## src/hw/rtl/pfv_pkg.sv

```systemverilog
// Shared types, register map and CRC helper for the packet frame validator.
package pfv_pkg;

  typedef enum logic [1:0] {
    STATUS_VALID  = 2'd0,
    STATUS_SCHEMA = 2'd1,
    STATUS_LENGTH = 2'd2,
    STATUS_CRC    = 2'd3
  } status_e;

  typedef enum logic [1:0] {
    REG_START_DELIM = 2'd0,
    REG_END_DELIM   = 2'd1,
    REG_CRC_POLY    = 2'd2,
    REG_MIN_LENGTH  = 2'd3
  } reg_idx_e;

  localparam int unsigned PaddrWidth    = 4;
  localparam logic [15:0] CrcInit       = 16'hFFFF;
  localparam logic [15:0] CrcMsb        = 16'h8000;
  localparam logic [15:0] CountMax      = 16'hFFFF;
  localparam logic [8:0]  FrameOverhead = 9'd6;

  localparam logic [7:0]  StartDelimRst = 8'd2;
  localparam logic [7:0]  EndDelimRst   = 8'd3;
  localparam logic [15:0] CrcPolyRst    = 16'h1021;
  localparam logic [8:0]  MinLengthRst  = 9'd6;

  // One byte through a bitwise MSB-first CRC-16.
  function automatic logic [15:0] crc16_byte(input logic [15:0] crc,
                                             input logic [7:0]  data,
                                             input logic [15:0] poly);
    logic [15:0] c;
    c = crc ^ {data, 8'h00};
    for (int k = 0; k < 8; k++) begin
      if ((c & CrcMsb) != 16'h0000) begin
        c = {c[14:0], 1'b0} ^ poly;
      end else begin
        c = {c[14:0], 1'b0};
      end
    end
    return c;
  endfunction

endpackage

```

## src/hw/rtl/packet_frame_validator_unit.sv

```systemverilog
// Delimited frame checker with CRC-16 over the payload and an APB register port.
// The status of a buffer passes from its last byte through the input register, then the result
// register. Throughput: one byte per cycle unless a last byte waits on a held result, set by the
// frame state update with its byte-wide CRC step.
// Reset clears the frame state and the pipeline and loads the register defaults
// (start 0x02, end 0x03, polynomial 0x1021, minimum length 6).
module packet_frame_validator_unit (
  input  logic                           clk_i,
  input  logic                           rst_ni,
  input  logic                           in_valid_i,
  output logic                           in_stall_o,
  input  logic [7:0]                     data_byte_i,
  input  logic                           last_byte_i,
  output logic                           out_valid_o,
  input  logic                           out_stall_i,
  output logic [1:0]                     status_o,
  input  logic                           psel,
  input  logic                           penable,
  input  logic                           pwrite,
  input  logic [pfv_pkg::PaddrWidth-1:0] paddr,
  input  logic [31:0]                    pwdata,
  output logic [31:0]                    prdata,
  output logic                           pready
);
  import pfv_pkg::*;

  typedef enum logic [2:0] {
    PH_START  = 3'd0,
    PH_CMD    = 3'd1,
    PH_LEN    = 3'd2,
    PH_DATA   = 3'd3,
    PH_CRC_HI = 3'd4,
    PH_CRC_LO = 3'd5,
    PH_END    = 3'd6,
    PH_DONE   = 3'd7
  } phase_e;

  // configuration registers
  logic [7:0]  start_delim_q, end_delim_q;
  logic [15:0] crc_poly_q;
  logic [8:0]  min_length_q;
  reg_idx_e    reg_idx;
  logic        cfg_wr;

  assign pready  = 1'b1;
  assign reg_idx = reg_idx_e'(paddr[3:2]);
  assign cfg_wr  = psel & penable & pwrite;

  always_ff @(posedge clk_i or negedge rst_ni) begin
    if (!rst_ni) begin
      start_delim_q <= StartDelimRst;
      end_delim_q   <= EndDelimRst;
      crc_poly_q    <= CrcPolyRst;
      min_length_q  <= MinLengthRst;
    end else if (cfg_wr) begin
      unique case (reg_idx)
        REG_START_DELIM: start_delim_q <= pwdata[7:0];
        REG_END_DELIM:   end_delim_q   <= pwdata[7:0];
        REG_CRC_POLY:    crc_poly_q    <= pwdata[15:0];
        REG_MIN_LENGTH:  min_length_q  <= pwdata[8:0];
        default: ;
      endcase
    end
  end

  always_comb begin
    unique case (reg_idx)
      REG_START_DELIM: prdata = {24'h0, start_delim_q};
      REG_END_DELIM:   prdata = {24'h0, end_delim_q};
      REG_CRC_POLY:    prdata = {16'h0, crc_poly_q};
      REG_MIN_LENGTH:  prdata = {23'h0, min_length_q};
      default:         prdata = 32'h0;
    endcase
  end

  // input register
  logic       s1_valid_q;
  logic [7:0] s1_byte_q;
  logic       s1_last_q;
  logic       out_free, proc, s1_load;

  logic      out_valid_q;
  status_e   out_status_q;

  assign out_free   = ~out_valid_q | ~out_stall_i;
  assign proc       = s1_valid_q & (~s1_last_q | out_free);
  assign in_stall_o = s1_valid_q & ~proc;
  assign s1_load    = in_valid_i & ~in_stall_o;

  always_ff @(posedge clk_i or negedge rst_ni) begin
    if (!rst_ni) begin
      s1_valid_q <= 1'b0;
      s1_byte_q  <= 8'h00;
      s1_last_q  <= 1'b0;
    end else begin
      if (s1_load) begin
        s1_valid_q <= 1'b1;
        s1_byte_q  <= data_byte_i;
        s1_last_q  <= last_byte_i;
      end else if (proc) begin
        s1_valid_q <= 1'b0;
      end
    end
  end

  // frame state
  phase_e      phase_q, phase_d, tk_phase;
  logic [15:0] count_q, count_d, tk_count;
  logic [7:0]  decl_len_q, decl_len_d, tk_decl_len;
  logic [7:0]  seen_q, seen_d, tk_seen;
  logic [15:0] crc_q, crc_d, tk_crc;
  logic [7:0]  crc_hi_q, crc_hi_d, tk_crc_hi;
  status_e     err_code_q, err_code_d, tk_err_code;
  logic        err_q, err_d, tk_err;
  logic        is_delim;
  logic [7:0]  seen_inc;
  logic [15:0] crc_next;
  logic [8:0]  need_len;
  status_e     final_status;

  assign is_delim = (s1_byte_q == start_delim_q) | (s1_byte_q == end_delim_q);
  assign seen_inc = seen_q + 8'd1;
  assign crc_next = crc16_byte(crc_q, s1_byte_q, crc_poly_q);

  // apply one byte to the frame state
  always_comb begin
    tk_phase    = phase_q;
    tk_decl_len = decl_len_q;
    tk_seen     = seen_q;
    tk_crc      = crc_q;
    tk_crc_hi   = crc_hi_q;
    tk_err_code = err_code_q;
    tk_err      = err_q;
    tk_count    = (count_q == CountMax) ? count_q : count_q + 16'd1;
    if (!err_q) begin
      unique case (phase_q)
        PH_START: begin
          if (s1_byte_q != start_delim_q) begin
            tk_err = 1'b1; tk_err_code = STATUS_SCHEMA;
          end else begin
            tk_phase = PH_CMD;
          end
        end
        PH_CMD: begin
          if (is_delim) begin
            tk_err = 1'b1; tk_err_code = STATUS_SCHEMA;
          end else begin
            tk_phase = PH_LEN;
          end
        end
        PH_LEN: begin
          tk_decl_len = s1_byte_q;
          tk_seen     = 8'd0;
          tk_phase    = (s1_byte_q == 8'd0) ? PH_CRC_HI : PH_DATA;
        end
        PH_DATA: begin
          if (is_delim) begin
            tk_err = 1'b1; tk_err_code = STATUS_LENGTH;
          end else begin
            tk_crc  = crc_next;
            tk_seen = seen_inc;
            if (seen_inc >= decl_len_q) tk_phase = PH_CRC_HI;
          end
        end
        PH_CRC_HI: begin
          tk_crc_hi = s1_byte_q;
          tk_phase  = PH_CRC_LO;
        end
        PH_CRC_LO: begin
          if ({crc_hi_q, s1_byte_q} != crc_q) begin
            tk_err = 1'b1; tk_err_code = STATUS_CRC;
          end else begin
            tk_phase = PH_END;
          end
        end
        PH_END: begin
          if (s1_byte_q != end_delim_q) begin
            tk_err = 1'b1; tk_err_code = STATUS_SCHEMA;
          end else begin
            tk_phase = PH_DONE;
          end
        end
        PH_DONE: ;
        default: ;
      endcase
    end
  end

  assign need_len = {1'b0, tk_decl_len} + FrameOverhead;

  // short buffer outranks all; header errors precede the length check
  always_comb begin
    priority if (tk_count < {7'h0, min_length_q}) begin
      final_status = STATUS_SCHEMA;
    end else if (tk_err && (tk_phase < PH_LEN)) begin
      final_status = tk_err_code;
    end else if (tk_phase < PH_DATA) begin
      final_status = STATUS_SCHEMA;
    end else if ({7'h0, need_len} > tk_count) begin
      final_status = STATUS_LENGTH;
    end else if (tk_err) begin
      final_status = tk_err_code;
    end else if (tk_phase == PH_DONE) begin
      final_status = STATUS_VALID;
    end else begin
      final_status = STATUS_SCHEMA;
    end
  end

  always_comb begin
    phase_d    = phase_q;
    count_d    = count_q;
    decl_len_d = decl_len_q;
    seen_d     = seen_q;
    crc_d      = crc_q;
    crc_hi_d   = crc_hi_q;
    err_code_d = err_code_q;
    err_d      = err_q;
    if (proc) begin
      if (s1_last_q) begin
        // clear for the next buffer
        phase_d    = PH_START;
        count_d    = 16'd0;
        decl_len_d = 8'd0;
        seen_d     = 8'd0;
        crc_d      = CrcInit;
        crc_hi_d   = 8'd0;
        err_code_d = STATUS_VALID;
        err_d      = 1'b0;
      end else begin
        phase_d    = tk_phase;
        count_d    = tk_count;
        decl_len_d = tk_decl_len;
        seen_d     = tk_seen;
        crc_d      = tk_crc;
        crc_hi_d   = tk_crc_hi;
        err_code_d = tk_err_code;
        err_d      = tk_err;
      end
    end
  end

  always_ff @(posedge clk_i or negedge rst_ni) begin
    if (!rst_ni) begin
      phase_q    <= PH_START;
      count_q    <= 16'd0;
      decl_len_q <= 8'd0;
      seen_q     <= 8'd0;
      crc_q      <= CrcInit;
      crc_hi_q   <= 8'd0;
      err_code_q <= STATUS_VALID;
      err_q      <= 1'b0;
    end else begin
      phase_q    <= phase_d;
      count_q    <= count_d;
      decl_len_q <= decl_len_d;
      seen_q     <= seen_d;
      crc_q      <= crc_d;
      crc_hi_q   <= crc_hi_d;
      err_code_q <= err_code_d;
      err_q      <= err_d;
    end
  end

  // result register
  always_ff @(posedge clk_i or negedge rst_ni) begin
    if (!rst_ni) begin
      out_valid_q  <= 1'b0;
      out_status_q <= STATUS_VALID;
    end else begin
      if (proc && s1_last_q) begin
        out_valid_q  <= 1'b1;
        out_status_q <= final_status;
      end else if (!out_stall_i) begin
        out_valid_q <= 1'b0;
      end
    end
  end

  assign out_valid_o = out_valid_q;
  assign status_o    = out_status_q;

  a_last_clears: assert property (@(posedge clk_i) disable iff (!rst_ni)
    proc && s1_last_q |=> out_valid_q && (phase_q == PH_START) && !err_q && (count_q == 16'd0))
    else $error("frame state not cleared after last byte");

  a_zero_count_idle: assert property (@(posedge clk_i) disable iff (!rst_ni)
    (count_q == 16'd0) |-> (phase_q == PH_START) && !err_q)
    else $error("frame state advanced without a counted byte");

  a_stall_only_busy: assert property (@(posedge clk_i) disable iff (!rst_ni)
    in_stall_o |-> s1_valid_q && s1_last_q && out_valid_q)
    else $error("input stalled without a pending result");

  a_no_lost_result: assert property (@(posedge clk_i) disable iff (!rst_ni)
    out_valid_q && out_stall_i |-> !proc || !s1_last_q)
    else $error("result overwritten while held");

endmodule
```

## config.mk

```make
export PLATFORM = sky130hd
export DESIGN_NAME = packet_frame_validator_unit
export DESIGN_NICKNAME = d
export VERILOG_FILES = /design/src/hw/rtl/pfv_pkg.sv /design/src/hw/rtl/packet_frame_validator_unit.sv
export SDC_FILE = /design/constraint.sdc
export NUM_CORES = 1
export LEC_CHECK = 0
export ABC_AREA = 1
export BUFFER_PORTS_ARGS = -buffer_cell sky130_fd_sc_hd__buf_2
export CAP_MARGIN = 20
export CELL_PAD_IN_SITES_DETAIL_PLACEMENT = 1
export CELL_PAD_IN_SITES_GLOBAL_PLACEMENT = 1
export CORE_MARGIN = 3
export CORE_UTILIZATION = 27
export CTS_CLUSTER_DIAMETER = 60
export CTS_CLUSTER_SIZE = 16
export DETAILED_ROUTE_END_ITERATION = 6
export GPL_TIMING_DRIVEN = 0
export MAX_ROUTING_LAYER = met4
export PLACE_DENSITY = 0.61
export SLEW_MARGIN = 20
export SYNTH_ARGS = -nofsm -noshare
export SYNTH_HDL_FRONTEND = slang
export SYNTH_SLANG_ARGS = --single-unit
```

## constraint.sdc

```tcl
create_clock -name clk_i -period 9.7 [get_ports clk_i]
set_clock_uncertainty 0.05 [all_clocks]
set_input_delay 1.94 -clock clk_i [delete_from_list [all_inputs] [get_ports clk_i]]
set_output_delay 1.94 -clock clk_i [all_outputs]
set_load 0.005 [all_outputs]
```

==> impl_metrics.json, run 1 <==
{
  "synthMuxAreaShare": 0,
  "post_cts_buffers": 0,
  "placed_cells": 1908,
  "period_share": 0.543,
  "hpwlAfterDp_um": 25100,
  "ant_nets": 0,
  "viasPerCell": 4.69,
  "fin_area_um2": 11000,
  "hold_ws_ns": 0.436,
  "timing.fmax_mhz": 190,
  "grt_use_total": 0.183,
  "worstPathArrival_ns": 3.27,
  "min-delay-start": "min_length_q[5]",
  "cts_tree": "built",
  "final_hold_viol_count": 0,
  "maxCapViolCount": 0,
  "top_layer": "met4",
  "path_cells": "clkbuf_1, nand2_1, inv_1, nand2_1, o2111ai_1, buf_2",
  "slew_viol_final": 0,
  "nets": 1552,
  "worstHoldEndpoint": "min_length_q[5]",
  "core_area_um2": 34600,
  "synthCells": 1385,
  "ir_worst_vdd_mv": 0.321,
  "rr_endpoint": "status_o[1]",
  "die_area_um2": 37500,
  "drt_iter0_drc": 466,
  "cts_root_buf": "clkbuf_16",
  "powerDensity_nw_per_um2": 334,
  "startpoint_type": "input pin",
  "rows": 68,
  "grt_first_pass_wirelength_um": 53100,
  "rsz0062_at_grt": "false",
  "crit_path_end_kind": "output port",
  "critPathRequiredTime_ns": 7.71,
  "worstMarginPinSlew_ns": 1.13,
  "n_antenna_cell": 0,
  "layout_min_cycle_time_ns": 5.26,
  "ff2ff_path_depth": 22,
  "drive_gt1_frac": 0.147,
  "start_util": 0.275,
  "worstPathMaxFanout": 10,
  "gp_congestion": 0.851,
  "portBuffers": 52,
  "grt_max_degree": 73,
  "critical-path-max-stage-delay_ns": 0.38,
  "slowest_stage": "nand2_1",
  "cts.sinks": 116,
  "regArea_um2": 2930,
  "synth_compound_area_frac": 0.108,
  "synthTopCellsByArea": "dfrtp_1 24%, nand2_1 15%, inv_1 7.2%, dfstp_2 6.6%, xor2_1 5.4%",
  "yosysWarnings": 0,
  "yosysMostFrequentCell": "nand2_1",
  "grt_overflow": 0,
  "min_path_cells": 2,
  "layoutNonFillerInstCount": 1940,
  "fillers": 4406,
  "synthArstFlopShare": 1.00,
  "cts-htree-levels": 4,
  "outcome": "finished clean",
  "setup_violations": 0,
  "ctsResizeCount": 0,
  "multiInputGateArea_um2": 5470,
  "p_leak_nw": 5.43,
  "io_pins": 89,
  "synth_cell_type_count": 51,
  "placed_area_um2": 10400,
  "wl_met2_um": 16300,
  "numCtsBuffers": 17,
  "yosysSeqAreaShare": 0.309,
  "r2r_start": "phase_q[0]",
  "synth_xor_area_frac": 0.102,
  "die_h_um": 194,
  "clkSlewWorstSetupHoldPaths_ns": 0.06,
  "clock_path_buffers": 2,
  "wl_met1_um": 15300,
  "vias": 9107,
  "final.setup.tns_ns": 0,
  "synth.avg_cell_area_um2": 6.86,
  "remaining_drc_errors": 0,
  "drt_wl_total_um": 32800,
  "setup_ws_ns": 4.44,
  "die_w_um": 194,
  "syn2layout_area_growth_pct": 16.1,
  "synth_seq_cells": 116,
  "holdCritPathClass": "reg2reg",
  "wl_met3_um": 682,
  "synth_top_family_by_area": "simple AND/OR/NAND/NOR gates",
  "ff2ff_setup_slack_ns": 5.52,
  "yosysTopAreaCellShare": 0.242,
  "synth_flop_cell": "dfrtp_1",
  "yosys.area.top_type": "dfrtp_1",
  "drt_pass1_iterations": 5,
  "ctsHoldBuffers": 0,
  "syn-cell-area_um2": 9510,
  "synthSimpleGateAreaFrac": 0.322,
  "synth-edff-count": 0,
  "critPathKind": "in2out",
  "wl_per_cell_um": 16.9,
  "slew_headroom": 0.238,
  "ys_top_cells_by_count": "390 x nand2_1, 183 x inv_1, 109 x nor2_1",
  "place_worst_setup_slack_ns": 4.34,
  "critPathMostFrequentCell": "nand2_1",
  "synth-adder-area-share": 0.0369,
  "grt_pass1_vias": 9419,
  "antenna_found_initial": 0,
  "clk_latency_ns": 0.44
}
## area by class of cell
type,instances,share of cell area
clock inverters,14,0.0161
inverters,196,0.0669
clock buffers,18,0.0389
flip-flops and latches,116,0.266
multi-input cells,1019,0.496
repair buffers,53,0.0270
plain buffers,69,0.0381
well taps,455,0.0516
## cells in the final DEF, fill, tap and decap left out, types with 12 or more instances in the layout
cell         n
nand2_1    390
inv_1      183
nor2_1     109
dfrtp_1     92
nand3_1     82
o21ai_0     80
xor2_1      59
buf_2       59
xnor2_1     44
a21oi_1     41
o22ai_1     30
clkbuf_1    28
ha_1        28
dfstp_2     24
buf_4       22
nand4_1     18
conb_1      17
clkbuf_16   17
nor3_1      14
nand2_2     13
nand3_2     12
## kinds of logic (layout without fill, tap and decap cells)
| logic type | count (synthesis) | after routing |
|---|---|---|
| xor+xnor | 107 | 107 |
| flops | 116 | 116 |
| other cells | 2 | 17 |
| simple gates | 683 | 683 |
| compound gates | 184 | 184 |
| fa+ha+maj | 28 | 28 |
| buf+inv | 265 | 350 |
## stage by stage
step,total power (W),util
finish,0.00369,0.319
CTS,0.00372,0.319
detailed placement,0.00302,0.301
floorplan,0.00243,-
global route,0.00404,0.319
global placement,0.00297,0.300
## per-layer routing
layer,track usage,vias up
met1,0.234,4436
met3,0.0222,31
met4,0.0453,0
met2,0.311,97
li1,-,4543
met5,-,-
## report_power, final
part	switching [W]	internal (W)	total [W]
clock	0.000271	0.000408	0.000678
sequential	0.0000549	0.000556	0.000611
combinational	0.00153	0.000862	0.00240
## sequential cells by signal, indices dropped and copies added (netlist names), 2 cells and up
name	count
decl_len_q	8
err_code_q	2
crc_q	16
crc_poly_q	16
s1_byte_q	8
min_length_q	9
crc_hi_q	8
phase_q	3
seen_q	8
count_q	16
start_delim_q	8
end_delim_q	8
status_o	2
## how the worst max path moves through the flow
stage / startpoint / end / slack [ns] / cells after the start
after detailed placement: paddr[3] / prdata[2] / 4.34 / 6
final: paddr[3] / prdata[2] / 4.44 / 6
after CTS: paddr[3] / prdata[2] / 4.33 / 6
after global routing: paddr[3] / prdata[2] / 4.26 / 6
after global placement: paddr[3] / prdata[2] / 4.36 / 6
after floorplan: paddr[3] / prdata[6] / 5.10 / 5
## critical path, delay by kind of cell
family | cells | cell delay [ns]
compound gates | 1 | 0.14
buf+inv | 3 | 0.67
simple gates | 2 | 0.51
No activity file was read; power rests on OpenSTA's default activity.
==> run 2: changes to the inputs <==
- ABC_AREA: 1 -> 0
- PLACE_DENSITY: 0.61 -> 0.6
- clock period: 9.7 -> 4.3 ns (I/O delays scaled with it)
==> impl_metrics.json, run 2 <==
{
  "outcome": "finished clean",
  "nets": 1239,
  "worstPathArrival_ns": 4.41,
  "die_w_um": 191,
  "biggestRegsByFlops": "count_q x16, crc_poly_q x16, crc_q x16",
  "slew_headroom": 0.414,
  "synth-adder-area-share": 0.0380,
  "synth.avg_cell_area_um2": 8.76,
  "synth_cell_type_count": 61,
  "synth_seq_cells": 116,
  "layout_min_cycle_time_ns": 4.10,
  "synthSimpleGateAreaFrac": 0.167,
  "holdCritPathClass": "in2async",
  "synth_top_family_by_area": "simple AND/OR/NAND/NOR gates",
  "synth-edff-count": 0,
  "wl_per_cell_um": 19.3,
  "synth_xor_area_frac": 0.159,
  "crit_path_end_kind": "flip-flop",
  "synthArstFlopShare": 1.00,
  "synthMuxAreaShare": 0.0957,
  "gp_congestion": 0.808,
  "drt_wl_total_um": 31200,
  "clkSlewWorstSetupHoldPaths_ns": 0.06,
  "yosysSeqAreaShare": 0.318,
  "ant_nets": 0,
  "setup_violations": 0,
  "viasPerCell": 5.04,
  "cts.sinks": 116,
  "grt_max_degree": 73,
  "yosysWarnings": 0,
  "ctsHoldBuffers": 0,
  "worstMarginPinSlew_ns": 0.879,
  "p_total_w": 0.00936,
  "ys_top_cells_by_count": "139 x nand2_1, 100 x xnor2_1, 92 x dfrtp_1",
  "final_hold_viol_count": 0,
  "fillers": 3950,
  "yosys.area.top_type": "dfrtp_1",
  "clock_path_buffers": 2,
  "synth_flop_cell": "dfrtp_1",
  "io_pins": 89,
  "drive_gt1_frac": 0.239,
  "numCtsBuffers": 17,
  "synth_compound_area_frac": 0.163,
  "final_cell_mix": "138 x nand2_1, 92 x xnor2_1, 84 x dfrtp_1",
  "synthTopCellsByArea": "dfrtp_1 25%, xnor2_1 9.5%, dfstp_2 6.8%, mux2_2 5.9%, nand2_1 5.7%",
  "powerDensity_nw_per_um2": 834,
  "portBuffers": 53,
  "hpwlAfterDp_um": 23600,
  "core_area_um2": 33600,
  "yosysTopAreaCellShare": 0.250,
  "critPathRequiredTime_ns": 4.61,
  "cts-htree-levels": 4,
  "die_h_um": 191,
  "yosysMostFrequentCell": "nand2_1",
  "synthCells": 1051,
  "drt_iter0_drc": 363,
  "syn2layout_area_growth_pct": 22.0,
  "vias": 8171,
  "ir_worst_vdd_mv": 0.435,
  "hold_ws_ns": 0.265,
  "grt_pass1_vias": 8533,
  "grt_overflow": 0,
  "startpoint_type": "flip-flop",
  "slew_viol_final": 0,
  "final_common_cell": "nand2_1",
  "worstPathMaxFanout": 5,
  "p_leak_nw": 4.54,
  "antenna_found_initial": 2,
  "remaining_drc_errors": 0,
  "rows": 67,
  "grt_use_total": 0.180,
  "clk_latency_ns": 0.44,
  "cts_root_buf": "clkbuf_16",
  "grt_first_pass_wirelength_um": 49200,
  "timing.fmax_mhz": 244,
  "final_util": 0.334,
  "start_util": 0.274,
  "die_area_um2": 36400,
  "cts_tree": "built",
  "syn-cell-area_um2": 9210,
  "drt_pass1_iterations": 4,
  "critPathKind": "reg2reg",
  "period_share": 0.954,
  "maxCapViolCount": 0
}
==> run 2: cell types whose count changed after synthesis, sizes merged, moves of 21 or more <==
cell	change
xnor2	+55
mux2	+48
and2	+21
clkbuf	+30
nor2	-49
inv	-159
a31oi	+23
o21ai	-35
nand2	-272
o22ai	-26
nand3	-59
==> run 2: power breakdown <==
part           leakage (nW)  switching, W  total, W  internal (W)
Clock                 0.288      0.000595   0.00151      0.000917
Combinational          2.82       0.00368   0.00636       0.00268
Sequential             1.43      0.000221   0.00149       0.00127
Total                  4.54       0.00450   0.00936       0.00487
==> run 2: cell type report <==
type	count	area, µm²	area share
Clock inverter	14	175	0.0156
Multi-Input combinational cell	828	6100	0.543
Clock buffer	18	429	0.0382
Buffer	82	404	0.0360
Sequential cell	116	2940	0.262
Inverter	36	138	0.0123
Antenna cell	1	2.50	0.000223
Tap cell	448	561	0.0499
Timing Repair Buffer	78	480	0.0428
==> run 2: worst paths after layout <==
kind | startpoint | end | slack, ns | cells past startpoint
worst min-delay path | rst_ni | err_code_q[0] | 0.27 | 1
max in group asynchronous | rst_ni | crc_poly_q[12] | 3.17 | 2
min in group clk_i | crc_q[6] | crc_q[6] | 0.48 | 2
worst max register to register | phase_q[2] | status_o[0] | 0.20 | 18
worst max-delay path | phase_q[2] | status_o[0] | 0.20 | 18
worst min register to register | crc_q[6] | crc_q[6] | 0.48 | 2
==> run 2: worst max-delay path: stages, from the launching register on <==
cell and delay [ns]:
dfrtp_2 0.44, inv_4 0.09, nand2_4 0.07, nor3_4 0.40
mux2i_4 0.41, ha_4 0.25, inv_2 0.06, ha_4 0.19
o21a_1 0.10, o21a_1 0.17, o21a_1 0.17, o21a_1 0.17
o21a_1 0.16, o21a_1 0.16, o21a_1 0.17, o21ai_2 0.17
a21oi_1 0.09, or4_4 0.53, a41oi_2 0.18
==> run 2: logic make-up after synthesis <==
kind of cell / count (synthesis)
simple gates: 336
compound gates: 220
xor+xnor: 155
buf+inv: 122
flops: 116
mux: 72
fa+ha+maj: 28
other cells: 2
==> run 2: per-stage QoR <==
stage                     worst slack, ns  cells  TNS, ns  area (µm²)
final                               0.199   1621        0       11200
after global routing              -0.0548   1621  -0.0635       11200
after CTS                         -0.0817   1601  -0.0817       10900
after detailed placement           -0.807   1569    -4.38       10100
after global placement             -0.795   1567    -3.02       10100
after floorplan                    0.0282   1066        0        9270
==> run 2: layer usage <==
| metal | track usage | wire length, µm |
|---|---|---|
| met1 | 0.227 | 14200 |
| met2 | 0.301 | 15400 |
| met3 | 0.0270 | 1050 |
| met4 | 0.0533 | 581 |
| met5 | - | 0 |
==> run 2: what timing repair did <==
item | CTS | global route
gates resized for setup | 21 | 53
buffers inserted | 3 | 20
setup endpoints to repair | 17 | 16
hold endpoints to repair | 0 | 0
pin swaps | 2 | 13
==> run 3: changes to the inputs <==
- ABC_AREA: 0 -> 1
- BUFFER_PORTS_ARGS: -buffer_cell sky130_fd_sc_hd__buf_2 -> default
- DONT_BUFFER_PORTS: default -> 1
- PLACE_DENSITY: 0.6 -> 0.59
==> impl_metrics.json, run 3 (synthesis results as in run 1) <==
{
  "ant_nets": 0,
  "worstPathMaxFanout": 10,
  "drt_wl_total_um": 33600,
  "setup_ws_ns": 0.293,
  "layout_min_cycle_time_ns": 4.01,
  "nets": 1499,
  "clk_latency_ns": 0.44,
  "die_w_um": 194,
  "startpoint_type": "flip-flop",
  "hpwlAfterDp_um": 25400,
  "drt_pass1_iterations": 5,
  "holdCritPathClass": "in2async",
  "critical-path-max-stage-delay_ns": 0.99,
  "core_area_um2": 34600,
  "cts_root_buf": "clkbuf_16",
  "final.setup.tns_ns": 0,
  "worstPathArrival_ns": 4.32,
  "place_worst_setup_slack_ns": 0.166,
  "period_share": 0.932,
  "ctsHoldBuffers": 0,
  "ctsResizeCount": 0,
  "timing.fmax_mhz": 250,
  "start_util": 0.275,
  "setup_violations": 0,
  "antenna_found_initial": 0,
  "cp_top_family": "simple AND/OR/NAND/NOR gates",
  "die_area_um2": 37500,
  "cts-htree-levels": 4,
  "rows": 68,
  "critPathKind": "reg2reg",
  "remaining_drc_errors": 0,
  "final_cell_mix": "390 x nand2_1, 182 x inv_1, 106 x nor2_1",
  "ir_worst_vdd_mv": 0.783,
  "viasPerCell": 4.72,
  "cts_tree": "built",
  "numCtsBuffers": 17,
  "clkSlewWorstSetupHoldPaths_ns": 0.06,
  "fillers": 4338,
  "post_cts_buffers": 0,
  "vias": 8914,
  "syn2layout_area_growth_pct": 13.4,
  "final_common_cell": "nand2_1",
  "grt_max_degree": 117,
  "grt_pass1_vias": 9341,
  "drive_gt1_frac": 0.119,
  "cts.sinks": 116,
  "grt_overflow": 0,
  "crit_path_end_kind": "flip-flop",
  "portBuffers": 0,
  "io_pins": 89,
  "p_leak_nw": 5.20,
  "slew_viol_final": 0,
  "powerDensity_nw_per_um2": 773,
  "n_antenna_cell": 0,
  "outcome": "finished clean",
  "grt_use_total": 0.187,
  "critPathRequiredTime_ns": 4.62,
  "regArea_um2": 2930,
  "slowest_stage": "nor4_1",
  "slew_headroom": 0.224,
  "clock_path_buffers": 2,
  "maxCapViolCount": 0,
  "drt_iter0_drc": 366,
  "gp_congestion": 0.837,
  "wl_per_cell_um": 17.8,
  "worstMarginPinSlew_ns": 1.15,
  "multiInputGateArea_um2": 5500,
  "die_h_um": 194,
  "final_hold_viol_count": 0,
  "biggestRegsByFlops": "count_q x16, crc_poly_q x16, crc_q x16",
  "rsz0062_at_grt": "false",
  "cp.buffers_inverters": 3,
  "path_cells": "inv_2, nand2_1, nand4_1, nor4_1, nor2_1, nand2_1, nor2_1, o21ai_0, clkbuf_1, nand2_1, inv_1, nor2_1",
  "grt_first_pass_wirelength_um": 53600
}
==> run 3: cell count changes in the layout (fill, tap and decap cells not counted), sizes merged, moves of 19 or more <==
| cell | change |
|---|---|
| nor2 | +49 |
| xnor2 | -55 |
| a31oi | -23 |
| o22ai | +26 |
| a22o | -19 |
| nand2 | +272 |
| o31ai | -19 |
| clkbuf | -23 |
| and2 | -21 |
| inv | +155 |
| buf | -66 |
| mux2 | -48 |
| o21ai | +35 |
| nand3 | +59 |
==> run 3: metrics by stage <==
step / std cells / util / area, µm² / power [W] / hold slack [ns]
2_1_floorplan: 1400 / - / 9560 / 0.00549 / 0.403
3_3_place_gp: 1855 / 0.293 / 10100 / 0.00665 / 0.420
3_5_place_dp: 1855 / 0.293 / 10100 / 0.00680 / 0.425
4_1_cts: 1887 / 0.311 / 10800 / 0.00841 / 0.0504
5_1_grt: 1887 / 0.311 / 10800 / 0.00910 / 0.0515
6_report: 1887 / 0.311 / 10800 / 0.00834 / 0.0691
==> run 3: power breakdown <==
group | total, W | switching [W] | internal [W]
registers | 0.00138 | 0.000129 | 0.00125
clock network | 0.00158 | 0.000597 | 0.000986
logic | 0.00537 | 0.00346 | 0.00192
total | 0.00834 | 0.00418 | 0.00416
==> run 3: path summary, 6_finish.rpt <==
path                                  from               to  slack (ns)  depth (start not counted)
max                           s1_byte_q[6]        crc_q[12]        0.29                         12
max reg2reg                   s1_byte_q[6]        crc_q[12]        0.29                         12
min                                 rst_ni       count_q[7]        0.07                          0
min reg2reg                min_length_q[5]  min_length_q[5]        0.43                          2
min in group clk_i         min_length_q[5]  min_length_q[5]        0.43                          2
max in group asynchronous           rst_ni    crc_poly_q[0]        3.80                          0
==> run 3: area by class of cell <==
class                   count  share of cell area
plain buffers              69              0.0391
clock buffers              20              0.0414
clock inverters            12              0.0167
inverters                 196              0.0685
multi-input cells        1019               0.510
flip-flops and latches    116               0.272
well taps                 455              0.0528
==> run 3: metal layers <==
layer  GRT usage  routed length [µm]
met5           -                   0
met4      0.0418                 301
met3      0.0266                 611
met2       0.322               16900
met1       0.233               15800
==> run 3: worst register-to-register path: stages (launching register included) <==
cell	delay [ns]
dfrtp_1	0.56
inv_2	0.20
nand2_1	0.10
nand4_1	0.10
nor4_1	0.99
nor2_1	0.37
nand2_1	0.21
nor2_1	0.08
o21ai_0	0.58
clkbuf_1	0.45
nand2_1	0.11
inv_1	0.09
nor2_1	0.05
